[config.mk]
export PLATFORM = sky130hd
export DESIGN_NAME = md5_stream_hasher
export DESIGN_NICKNAME = d
export VERILOG_FILES = /design/src/sv/md5_pkg.sv /design/src/sv/md5_datapath.sv /design/src/sv/md5_ctrl.sv /design/src/sv/md5_stream_hasher.sv
export VERILOG_INCLUDE_DIRS = /design/src /design/src/sv
export SDC_FILE = /design/constraint.sdc
export NUM_CORES = 2
export LEC_CHECK = 0
export BUFFER_PORTS_ARGS = -buffer_cell sky130_fd_sc_hd__buf_2
export CORE_ASPECT_RATIO = 0.7
export CORE_MARGIN = 3
export CORE_UTILIZATION = 50
export DETAILED_ROUTE_END_ITERATION = 10
export HOLD_SLACK_MARGIN = 0.12
export PLACE_DENSITY_LB_ADDON = 0.12
export SLEW_MARGIN = 10
export SYNTH_ARGS = -nofsm -noshare
export SYNTH_HDL_FRONTEND = slang
export SYNTH_SLANG_ARGS = --single-unit
[constraint.sdc]
create_clock -name clk -period 13.83 [get_ports clk]
set_clock_uncertainty 0.15 [all_clocks]
set_input_delay 2.766 -clock clk [delete_from_list [all_inputs] [get_ports clk]]
set_output_delay 2.766 -clock clk [all_outputs]
set_load 0.1 [all_outputs]
[src/sv/assert_macros.svh]
// Assertion helpers shared by the RTL files.
`ifndef ASSERT_MACROS_SVH
`define ASSERT_MACROS_SVH

// Checks that an implication holds on every clock edge outside reset.
`define ASSERT_IMPL(label, clk, rst_n, ante, cons) \
    label: assert property (@(posedge clk) disable iff (!rst_n) (ante) |-> (cons)) \
        else $error("assertion failed");

// Checks that a condition holds on every clock edge outside reset.
`define ASSERT_ALWAYS(label, clk, rst_n, cond) \
    label: assert property (@(posedge clk) disable iff (!rst_n) (cond)) \
        else $error("assertion failed");

`endif

[src/sv/md5_pkg.sv]
package md5_pkg;

    // Controller states.
    typedef enum logic [2:0] {
        ST_FILL,
        ST_ROUND,
        ST_PAD,
        ST_OUT0,
        ST_OUT1
    } state_t;

    // Commands from the controller to the datapath.
    typedef struct packed {
        logic       wr_en;        // write wr_byte at the fill position
        logic [7:0] wr_byte;
        logic       add_len;      // add eight to the bit count
        logic       start_round;  // load working words from chain words
        logic       do_round;     // run one compression round
        logic       fold;         // add working words into chain words
        logic       clear;        // return to the reset state
    } dp_cmd_t;

    // Status from the datapath to the controller.
    typedef struct packed {
        logic [5:0] fill_pos;
        logic [5:0] round_idx;
        logic [63:0] bit_len;
    } dp_stat_t;

    localparam logic [31:0] INIT_A = 32'h67452301;
    localparam logic [31:0] INIT_B = 32'hefcdab89;
    localparam logic [31:0] INIT_C = 32'h98badcfe;
    localparam logic [31:0] INIT_D = 32'h10325476;

    // Per-round additive constants.
    function automatic logic [31:0] round_k(input logic [5:0] i);
        logic [31:0] k [64];
        k = '{
            32'hd76aa478, 32'he8c7b756, 32'h242070db, 32'hc1bdceee,
            32'hf57c0faf, 32'h4787c62a, 32'ha8304613, 32'hfd469501,
            32'h698098d8, 32'h8b44f7af, 32'hffff5bb1, 32'h895cd7be,
            32'h6b901122, 32'hfd987193, 32'ha679438e, 32'h49b40821,
            32'hf61e2562, 32'hc040b340, 32'h265e5a51, 32'he9b6c7aa,
            32'hd62f105d, 32'h02441453, 32'hd8a1e681, 32'he7d3fbc8,
            32'h21e1cde6, 32'hc33707d6, 32'hf4d50d87, 32'h455a14ed,
            32'ha9e3e905, 32'hfcefa3f8, 32'h676f02d9, 32'h8d2a4c8a,
            32'hfffa3942, 32'h8771f681, 32'h6d9d6122, 32'hfde5380c,
            32'ha4beea44, 32'h4bdecfa9, 32'hf6bb4b60, 32'hbebfbc70,
            32'h289b7ec6, 32'heaa127fa, 32'hd4ef3085, 32'h04881d05,
            32'hd9d4d039, 32'he6db99e5, 32'h1fa27cf8, 32'hc4ac5665,
            32'hf4292244, 32'h432aff97, 32'hab9423a7, 32'hfc93a039,
            32'h655b59c3, 32'h8f0ccc92, 32'hffeff47d, 32'h85845dd1,
            32'h6fa87e4f, 32'hfe2ce6e0, 32'ha3014314, 32'h4e0811a1,
            32'hf7537e82, 32'hbd3af235, 32'h2ad7d2bb, 32'heb86d391
        };
        return k[i];
    endfunction

    // Rotate amount for a round.
    function automatic logic [4:0] round_s(input logic [5:0] i);
        logic [4:0] s;
        unique case ({i[5:4], i[1:0]})
            4'h0: s = 5'd7;   4'h1: s = 5'd12;  4'h2: s = 5'd17;  4'h3: s = 5'd22;
            4'h4: s = 5'd5;   4'h5: s = 5'd9;   4'h6: s = 5'd14;  4'h7: s = 5'd20;
            4'h8: s = 5'd4;   4'h9: s = 5'd11;  4'ha: s = 5'd16;  4'hb: s = 5'd23;
            4'hc: s = 5'd6;   4'hd: s = 5'd10;  4'he: s = 5'd15;  default: s = 5'd21;
        endcase
        return s;
    endfunction

    // Message word index used by a round.
    function automatic logic [3:0] round_g(input logic [5:0] i);
        logic [3:0] g;
        unique case (i[5:4])
            2'd0: g = i[3:0];
            2'd1: g = 4'(5 * i[3:0] + 1);
            2'd2: g = 4'(3 * i[3:0] + 5);
            default: g = 4'(7 * i[3:0]);
        endcase
        return g;
    endfunction

endpackage

[src/sv/md5_datapath.sv]
`include "assert_macros.svh"

module md5_datapath
(
    input  logic               clk,
    input  logic               rst_n,
    input  md5_pkg::dp_cmd_t   cmd,
    output md5_pkg::dp_stat_t  stat,
    output logic [127:0]       digest
);

    logic [31:0] chain_reg [4];
    logic [31:0] a_reg, b_reg, c_reg, d_reg;
    logic [5:0]  fill_reg;
    logic [5:0]  round_reg;
    logic [63:0] len_reg;
    logic [31:0] words [16];

    // Block buffer kept as sixteen little-endian words.
    always_ff @(posedge clk)
    begin
        if (cmd.wr_en)
        begin
            words[fill_reg[5:2]][8*fill_reg[1:0] +: 8] <= cmd.wr_byte;
        end
    end

    // Round function and new B.
    logic [31:0] f_val, sum_val, rot_val, b_next;
    logic [4:0]  s_amt;
    always_comb
    begin
        unique case (round_reg[5:4])
            2'd0: f_val = (b_reg & c_reg) | (~b_reg & d_reg);
            2'd1: f_val = (b_reg & d_reg) | (c_reg & ~d_reg);
            2'd2: f_val = b_reg ^ c_reg ^ d_reg;
            default: f_val = c_reg ^ (b_reg | ~d_reg);
        endcase
        s_amt   = md5_pkg::round_s(round_reg);
        sum_val = a_reg + f_val + md5_pkg::round_k(round_reg)
                + words[md5_pkg::round_g(round_reg)];
        rot_val = (sum_val << s_amt) | (sum_val >> (6'd32 - {1'b0, s_amt}));
        b_next  = b_reg + rot_val;
    end

    // Control counters and chaining registers.
    always_ff @(posedge clk or negedge rst_n)
    begin
        if (!rst_n)
        begin
            chain_reg[0] <= md5_pkg::INIT_A;
            chain_reg[1] <= md5_pkg::INIT_B;
            chain_reg[2] <= md5_pkg::INIT_C;
            chain_reg[3] <= md5_pkg::INIT_D;
            fill_reg     <= '0;
            round_reg    <= '0;
            len_reg      <= '0;
        end
        else if (cmd.clear)
        begin
            chain_reg[0] <= md5_pkg::INIT_A;
            chain_reg[1] <= md5_pkg::INIT_B;
            chain_reg[2] <= md5_pkg::INIT_C;
            chain_reg[3] <= md5_pkg::INIT_D;
            fill_reg     <= '0;
            round_reg    <= '0;
            len_reg      <= '0;
        end
        else
        begin
            if (cmd.wr_en)
            begin
                fill_reg <= fill_reg + 6'd1;
            end
            if (cmd.add_len)
            begin
                len_reg <= len_reg + 64'd8;
            end
            if (cmd.start_round)
            begin
                round_reg <= '0;
            end
            else if (cmd.do_round)
            begin
                round_reg <= round_reg + 6'd1;
            end
            if (cmd.fold)
            begin
                chain_reg[0] <= chain_reg[0] + a_reg;
                chain_reg[1] <= chain_reg[1] + b_reg;
                chain_reg[2] <= chain_reg[2] + c_reg;
                chain_reg[3] <= chain_reg[3] + d_reg;
            end
        end
    end

    // Working words.
    always_ff @(posedge clk)
    begin
        if (cmd.start_round)
        begin
            a_reg <= chain_reg[0];
            b_reg <= chain_reg[1];
            c_reg <= chain_reg[2];
            d_reg <= chain_reg[3];
        end
        else if (cmd.do_round)
        begin
            a_reg <= d_reg;
            b_reg <= b_next;
            c_reg <= b_reg;
            d_reg <= c_reg;
        end
    end

    assign stat.fill_pos  = fill_reg;
    assign stat.round_idx = round_reg;
    assign stat.bit_len   = len_reg;
    assign digest = {chain_reg[3], chain_reg[2], chain_reg[1], chain_reg[0]};

    // A block is never written while rounds run, and rounds never fold mid-block.
    `ASSERT_IMPL(a_no_write_in_round, clk, rst_n, cmd.do_round, !cmd.wr_en)
    `ASSERT_IMPL(a_fold_at_block, clk, rst_n, cmd.fold, fill_reg == 6'd0)

endmodule

[src/sv/md5_ctrl.sv]
`include "assert_macros.svh"

module md5_ctrl
(
    input  logic               clk,
    input  logic               rst_n,
    input  logic               in_tvalid,
    output logic               in_tready,
    input  logic [7:0]         in_byte,
    input  logic               in_byte_valid,
    input  logic               in_last,
    input  logic               out_tready,
    output logic               out_tvalid,
    output logic               out_half,
    input  md5_pkg::dp_stat_t  stat,
    output md5_pkg::dp_cmd_t   cmd
);

    md5_pkg::state_t state_reg, state_next;
    logic closing_reg, closing_next;   // message closed, padding, compression or output in progress
    logic len_phase_reg, len_phase_next;
    logic len_block_reg, len_block_next;   // current pad block carries the length
    logic [63:0] len_hold_reg, len_hold_next;
    logic fold_reg;
    logic pad_done_reg;

    always_ff @(posedge clk or negedge rst_n)
    begin
        if (!rst_n)
        begin
            state_reg     <= md5_pkg::ST_FILL;
            closing_reg   <= 1'b0;
            len_phase_reg <= 1'b0;
            len_block_reg <= 1'b0;
            len_hold_reg  <= '0;
        end
        else
        begin
            state_reg     <= state_next;
            closing_reg   <= closing_next;
            len_phase_reg <= len_phase_next;
            len_block_reg <= len_block_next;
            len_hold_reg  <= len_hold_next;
        end
    end

    // Next state and datapath commands.
    always_comb
    begin
        state_next     = state_reg;
        closing_next   = closing_reg;
        len_phase_next = len_phase_reg;
        len_block_next = len_block_reg;
        len_hold_next  = len_hold_reg;
        cmd            = '0;
        in_tready      = 1'b0;
        out_tvalid     = 1'b0;
        out_half       = 1'b0;
        unique case (state_reg)
            md5_pkg::ST_FILL:
            begin
                // The cycle after the last round folds the working words.
                cmd.fold = fold_reg;
                if (closing_reg)
                begin
                    // Resume padding, or start the output once the length went in.
                    if (pad_done_reg)
                    begin
                        state_next = md5_pkg::ST_OUT0;
                    end
                    else
                    begin
                        state_next = md5_pkg::ST_PAD;
                    end
                end
                else
                begin
                    in_tready = 1'b1;
                    if (in_tvalid)
                    begin
                        if (in_byte_valid)
                        begin
                            cmd.wr_en   = 1'b1;
                            cmd.wr_byte = in_byte;
                            cmd.add_len = 1'b1;
                        end
                        if (in_last)
                        begin
                            closing_next   = 1'b1;
                            len_phase_next = 1'b0;
                            len_block_next = 1'b0;
                            len_hold_next  = stat.bit_len + (in_byte_valid ? 64'd8 : 64'd0);
                        end
                        if (in_byte_valid && stat.fill_pos == 6'd63)
                        begin
                            cmd.start_round = 1'b1;
                            state_next      = md5_pkg::ST_ROUND;
                        end
                        else if (in_last)
                        begin
                            state_next = md5_pkg::ST_PAD;
                        end
                    end
                end
            end
            md5_pkg::ST_PAD:
            begin
                cmd.wr_en = 1'b1;
                if (stat.fill_pos >= 6'd56 && len_phase_reg && len_block_reg)
                begin
                    cmd.wr_byte = len_hold_reg[8*stat.fill_pos[2:0] +: 8];
                end
                else if (!len_phase_reg)
                begin
                    cmd.wr_byte    = 8'h80;
                    len_phase_next = 1'b1;
                    // The length fits behind the marker only below byte 56.
                    if (stat.fill_pos < 6'd56)
                    begin
                        len_block_next = 1'b1;
                    end
                end
                else
                begin
                    cmd.wr_byte = 8'h00;
                end
                if (stat.fill_pos == 6'd63)
                begin
                    cmd.start_round = 1'b1;
                    state_next      = md5_pkg::ST_ROUND;
                    // A block without the length pushes it into the next block.
                    if (!len_block_reg)
                    begin
                        len_block_next = 1'b1;
                    end
                end
            end
            md5_pkg::ST_ROUND:
            begin
                cmd.do_round = 1'b1;
                if (stat.round_idx == 6'd63)
                begin
                    state_next = md5_pkg::ST_FILL;
                end
            end
            md5_pkg::ST_OUT0:
            begin
                out_tvalid = 1'b1;
                if (out_tready)
                begin
                    state_next = md5_pkg::ST_OUT1;
                end
            end
            md5_pkg::ST_OUT1:
            begin
                out_tvalid = 1'b1;
                out_half   = 1'b1;
                if (out_tready)
                begin
                    cmd.clear    = 1'b1;
                    closing_next = 1'b0;
                    state_next   = md5_pkg::ST_FILL;
                end
            end
            default:
            begin
                state_next = md5_pkg::ST_FILL;
            end
        endcase
    end

    // Fold pending after the final round; padding complete marker.
    always_ff @(posedge clk or negedge rst_n)
    begin
        if (!rst_n)
        begin
            fold_reg     <= 1'b0;
            pad_done_reg <= 1'b0;
        end
        else
        begin
            fold_reg <= (state_reg == md5_pkg::ST_ROUND) && (stat.round_idx == 6'd63);
            if (cmd.clear)
            begin
                pad_done_reg <= 1'b0;
            end
            else if (state_reg == md5_pkg::ST_PAD && len_block_reg && stat.fill_pos == 6'd63)
            begin
                pad_done_reg <= 1'b1;
            end
        end
    end

    `ASSERT_IMPL(a_out_only_closing, clk, rst_n, out_tvalid, closing_reg)
    `ASSERT_IMPL(a_no_input_in_round, clk, rst_n, state_reg == md5_pkg::ST_ROUND, !in_tready)
    `ASSERT_ALWAYS(a_fold_no_round, clk, rst_n, !(cmd.fold && cmd.do_round))

endmodule

[src/sv/md5_stream_hasher.sv]
// Streaming MD5 hasher.
// Input channel s_axis: one item per message byte. tdata[7:0] carries the
// byte, tuser marks whether the byte is part of the message, and tlast closes
// the message (an item with tuser low and tlast high closes it as it stands).
// Output channel m_axis: two items per message, tdata holding eight digest
// bytes with the first byte in the low bits, tuser the half index and tlast
// set on the second half.
// Bytes are taken one per cycle while the block buffer fills. The 64th byte of
// a block starts the compression, one round per cycle in a single round unit,
// and s_axis_tready stays low while the rounds run. Closing writes the padding
// one byte a cycle and runs one or two compressions, the last after the length
// bytes; the first digest half is offered once that compression is folded into
// the chaining words. After the second half is taken the block is back in its
// reset state. While m_axis_tready is low the digest holds and no input is
// taken. Reset loads the MD5 initial chaining words and clears the counts.
module md5_stream_hasher
(
    input  logic        clk,
    input  logic        rst_n,
    input  logic        s_axis_tvalid,
    output logic        s_axis_tready,
    input  logic [7:0]  s_axis_tdata,   // data_byte
    input  logic        s_axis_tuser,   // byte_valid
    input  logic        s_axis_tlast,   // last_byte
    output logic        m_axis_tvalid,
    input  logic        m_axis_tready,
    output logic [63:0] m_axis_tdata,   // digest_half
    output logic        m_axis_tuser,   // half_index
    output logic        m_axis_tlast    // digest_done
);

    md5_pkg::dp_cmd_t  cmd;
    md5_pkg::dp_stat_t stat;
    logic [127:0]      digest;
    logic              half;

    md5_ctrl u_ctrl
    (
        .clk           (clk),
        .rst_n         (rst_n),
        .in_tvalid     (s_axis_tvalid),
        .in_tready     (s_axis_tready),
        .in_byte       (s_axis_tdata),
        .in_byte_valid (s_axis_tuser),
        .in_last       (s_axis_tlast),
        .out_tready    (m_axis_tready),
        .out_tvalid    (m_axis_tvalid),
        .out_half      (half),
        .stat          (stat),
        .cmd           (cmd)
    );

    md5_datapath u_datapath
    (
        .clk    (clk),
        .rst_n  (rst_n),
        .cmd    (cmd),
        .stat   (stat),
        .digest (digest)
    );

    // Select the digest half on the output.
    assign m_axis_tdata = half ? digest[127:64] : digest[63:0];
    assign m_axis_tuser = half;
    assign m_axis_tlast = half;

endmodule

==> impl_results.md <==
- Outcome: completed
- Area occupied by multi-input gates: 29600 µm²
- Placed Instance Area: 59400 µm²
- Top-count cell post-synth: nand2_1
- Startpoint types: flop
- Post-route cell area: 62400 µm²
- Fmax: 77.0 MHz
- Initial Util: 50.7%
- Hold_buf cts: 0
- Post-synthesis average cell area: 9.96 µm²
- Worst hold path class: reg2reg
- Clock buffer count from CTS: 92
- Flop and latch count out of synthesis: 910
- Final Max Slew Viols: 0
- Max_slew headroom: 15.5%
- DP Wirelength: 143000 µm
- Root buffer cell: clkbuf_16
- Port buffer count: 81
- Main synth FF type: edfxtp_1
- IO Count: 82
- Fill count: 9988
- Critical Path End Type: flop
- Tightest Pin Transition: 1.26 ns
- Syn_nets: 6094
- Netlist cell types: 103
- Clk_lat worst skew: 0.75 ns
- Clock Path Buffers: 3
- Post-CTS Setup Inserts: 0
- Vias/cell: 6.34
- Fin util: 55.0%
- CTS tree: yes
- Synth top area cells: edfxtp_1 33%, dfrtp_1 8.9%, nand2_1 6.2%
- Area of the die: 119000 µm²
- Routability cong.: 1.04
- CP bufs+invs: 5
- CP max stage cell: ha_1
- Final Cycle Share: 94.0%
- Die W: 412 µm
- Worst setup margin: 0.836 ns
- Critical Path AT: 13.27 ns
- Final hold vios: 0
- CP required: 14.11 ns
- Total grt overflow: 0
- Maxcap violations: 0
- Core footprint: 114000 µm²
- Wire per inst: 26.8 µm
- Vias in the first global route: 43100
- Largest net degree at the start of global routing: 135
- Synthesized area: 57600 µm²
- Final setup violation count: 0
- Post-route DRC violation count: 0
- DRT Pass-1 Iters: 6
- Async SR Flop Fraction: 29.7%
- P&R area growth vs syn: 8.34%
- Final TNS setup: 0 ns
- Synth cell count leaders: 945 x nand2_1, 640 x edfxtp_1, 511 x nor2_1, 433 x a21oi_1, 379 x o21ai_0
- Area leader, netlist: edfxtp_1
- Initial antenna violation count: 10
- Final ANT Viol Nets: 0
- Register area share after synthesis: 45.2%
- Critical Path Most Common Cell: o21ai_0
- Final min period: 12.99 ns
- Crit path kind: reg2reg
- CP top delay family: compound AO/OA/AOI/OAI gates
- Crit-path max cell delay: 0.91 ns
- Max FFs per register: 512
- Layout cells sized above 1: 10.6%
- Nets@finish: 6017
- EDFF count, synth: 640
- CTS sink cnt: 910
- Cts repair resizes: 0
- Placement Rows: 103
- First-pass GRT wire length: 290000 µm
- Die Ht: 290 µm
- Synth Instances: 5787
- DRT iter0 DRCs: 6568
- Area share of the largest cell type after synthesis: 33.4%
- Htree depth: 3
- Setup WS pre-CTS: 1.32 ns
- Synth Warn #: 0
- Final WL: 196000 µm
- Reg clk slew, reported paths: 0.06 ns
- Sequential cell area: 26100 µm²
- DR vias: 46300
- RSZ-0062 raised after global routing: false
- Critical path peak fanout: 62
- Total track usage: 32.4%
final cells by class:
| type | count | share of cell area, % |
|---|---|---|
| Inverter | 234 | 1.41 |
| Multi-Input combinational cell | 4329 | 47.4 |
| Antenna cell | 1 | 0.00401 |
| Timing Repair Buffer | 143 | 1.49 |
| Clock buffer | 112 | 3.87 |
| Clock inverter | 61 | 1.02 |
| Tap cell | 1522 | 3.05 |
| Sequential cell | 910 | 41.8 |
cells by family (layout without fill, tap and decap cells):
group           Yosys count  after routing  synth area share (%)
compound gates         1378           1378                  14.7
xor+xnor                340            340                  5.22
fa+ha+maj               293            293                  7.26
buf+inv                 548            550                  3.65
flops                   910            910                  45.2
mux                     285            285                  8.45
other cells               0              1                     0
simple gates           2033           2033                  15.5
cells in the final DEF, fill, tap and decap left out, types with 17 or more instances in the layout:
cell type	synthesis	routed
a211oi_1	78	78
a21o_1	72	72
a21oi_1	433	433
a31oi_1	70	70
and2_1	28	26
and3_1	41	40
buf_2	22	80
buf_4	4	58
clkbuf_16	0	92
clkinv_2	0	20
dfrtp_1	206	202
dfstp_2	64	64
edfxtp_1	640	640
fa_1	69	69
ha_1	224	224
inv_1	227	226
mux2_2	25	25
mux2i_1	100	99
mux4_2	157	157
nand2_1	945	941
nand2b_1	33	33
nand3_1	117	116
nand4_1	36	36
nor2_1	511	508
nor2b_1	91	91
nor3_1	92	92
o211ai_1	40	40
o21a_1	36	36
o21ai_0	379	379
o21bai_1	29	29
o22ai_1	19	19
o31ai_1	17	17
or2_2	29	28
or3_1	51	51
xnor2_1	200	195
xor2_1	138	138
worst register-to-register path: cells and delay by family, from the launching register on:
kind | cells | cell delay [ns]
XOR/XNOR | 1 | 0.16
buffers and inverters | 5 | 1.22
flip-flops | 1 | 0.63
multiplexers | 1 | 0.46
AND/OR/NAND/NOR | 7 | 1.61
AO/OA/AOI/OAI | 21 | 5.27
adder cells (fa/ha/maj) | 6 | 3.22
worst paths after layout:
kind	slack, ns	start	end	cells past startpoint
max	0.84	u_datapath.round_reg[0]$_DFFE_PN0P_	u_datapath.b_reg[30]$_DFFE_PP_	41
min	0.33	u_ctrl.len_hold_reg[31]$_DFFE_PN0P_	u_ctrl.len_hold_reg[31]$_DFFE_PN0P_	2
max reg2reg	0.84	u_datapath.round_reg[0]$_DFFE_PN0P_	u_datapath.b_reg[30]$_DFFE_PP_	41
min reg2reg	0.33	u_ctrl.len_hold_reg[31]$_DFFE_PN0P_	u_ctrl.len_hold_reg[31]$_DFFE_PN0P_	2
max in group asynchronous	10.22	rst_n	u_ctrl.len_hold_reg[33]$_DFFE_PN0P_	2
min in group asynchronous	1.89	rst_n	u_datapath.digest[37]$_DFFE_PN0P_	1
routing by layer:
metal	GRT usage, %	wire length [µm]	up-vias	part of all wire [%]
met5	0	282	-	0.14
met3	8.79	22800	253	12
met2	41.4	75300	2362	38
met4	6.88	4260	8	2.2
met1	53.4	93300	22900	48
li1	-	-	20800	-
metrics by stage:
step | std cells | hold WS (ns)
floorplan | 5787 | 0.291
CTS | 7311 | 0.332
global placement | 7138 | 0.307
detailed placement | 7138 | 0.315
finish | 7312 | 0.325
global route | 7311 | 0.349
Power is left out: the tool's default activity adds up to more than one toggle a clock period on the data nets, which glitch-free logic cannot reach.
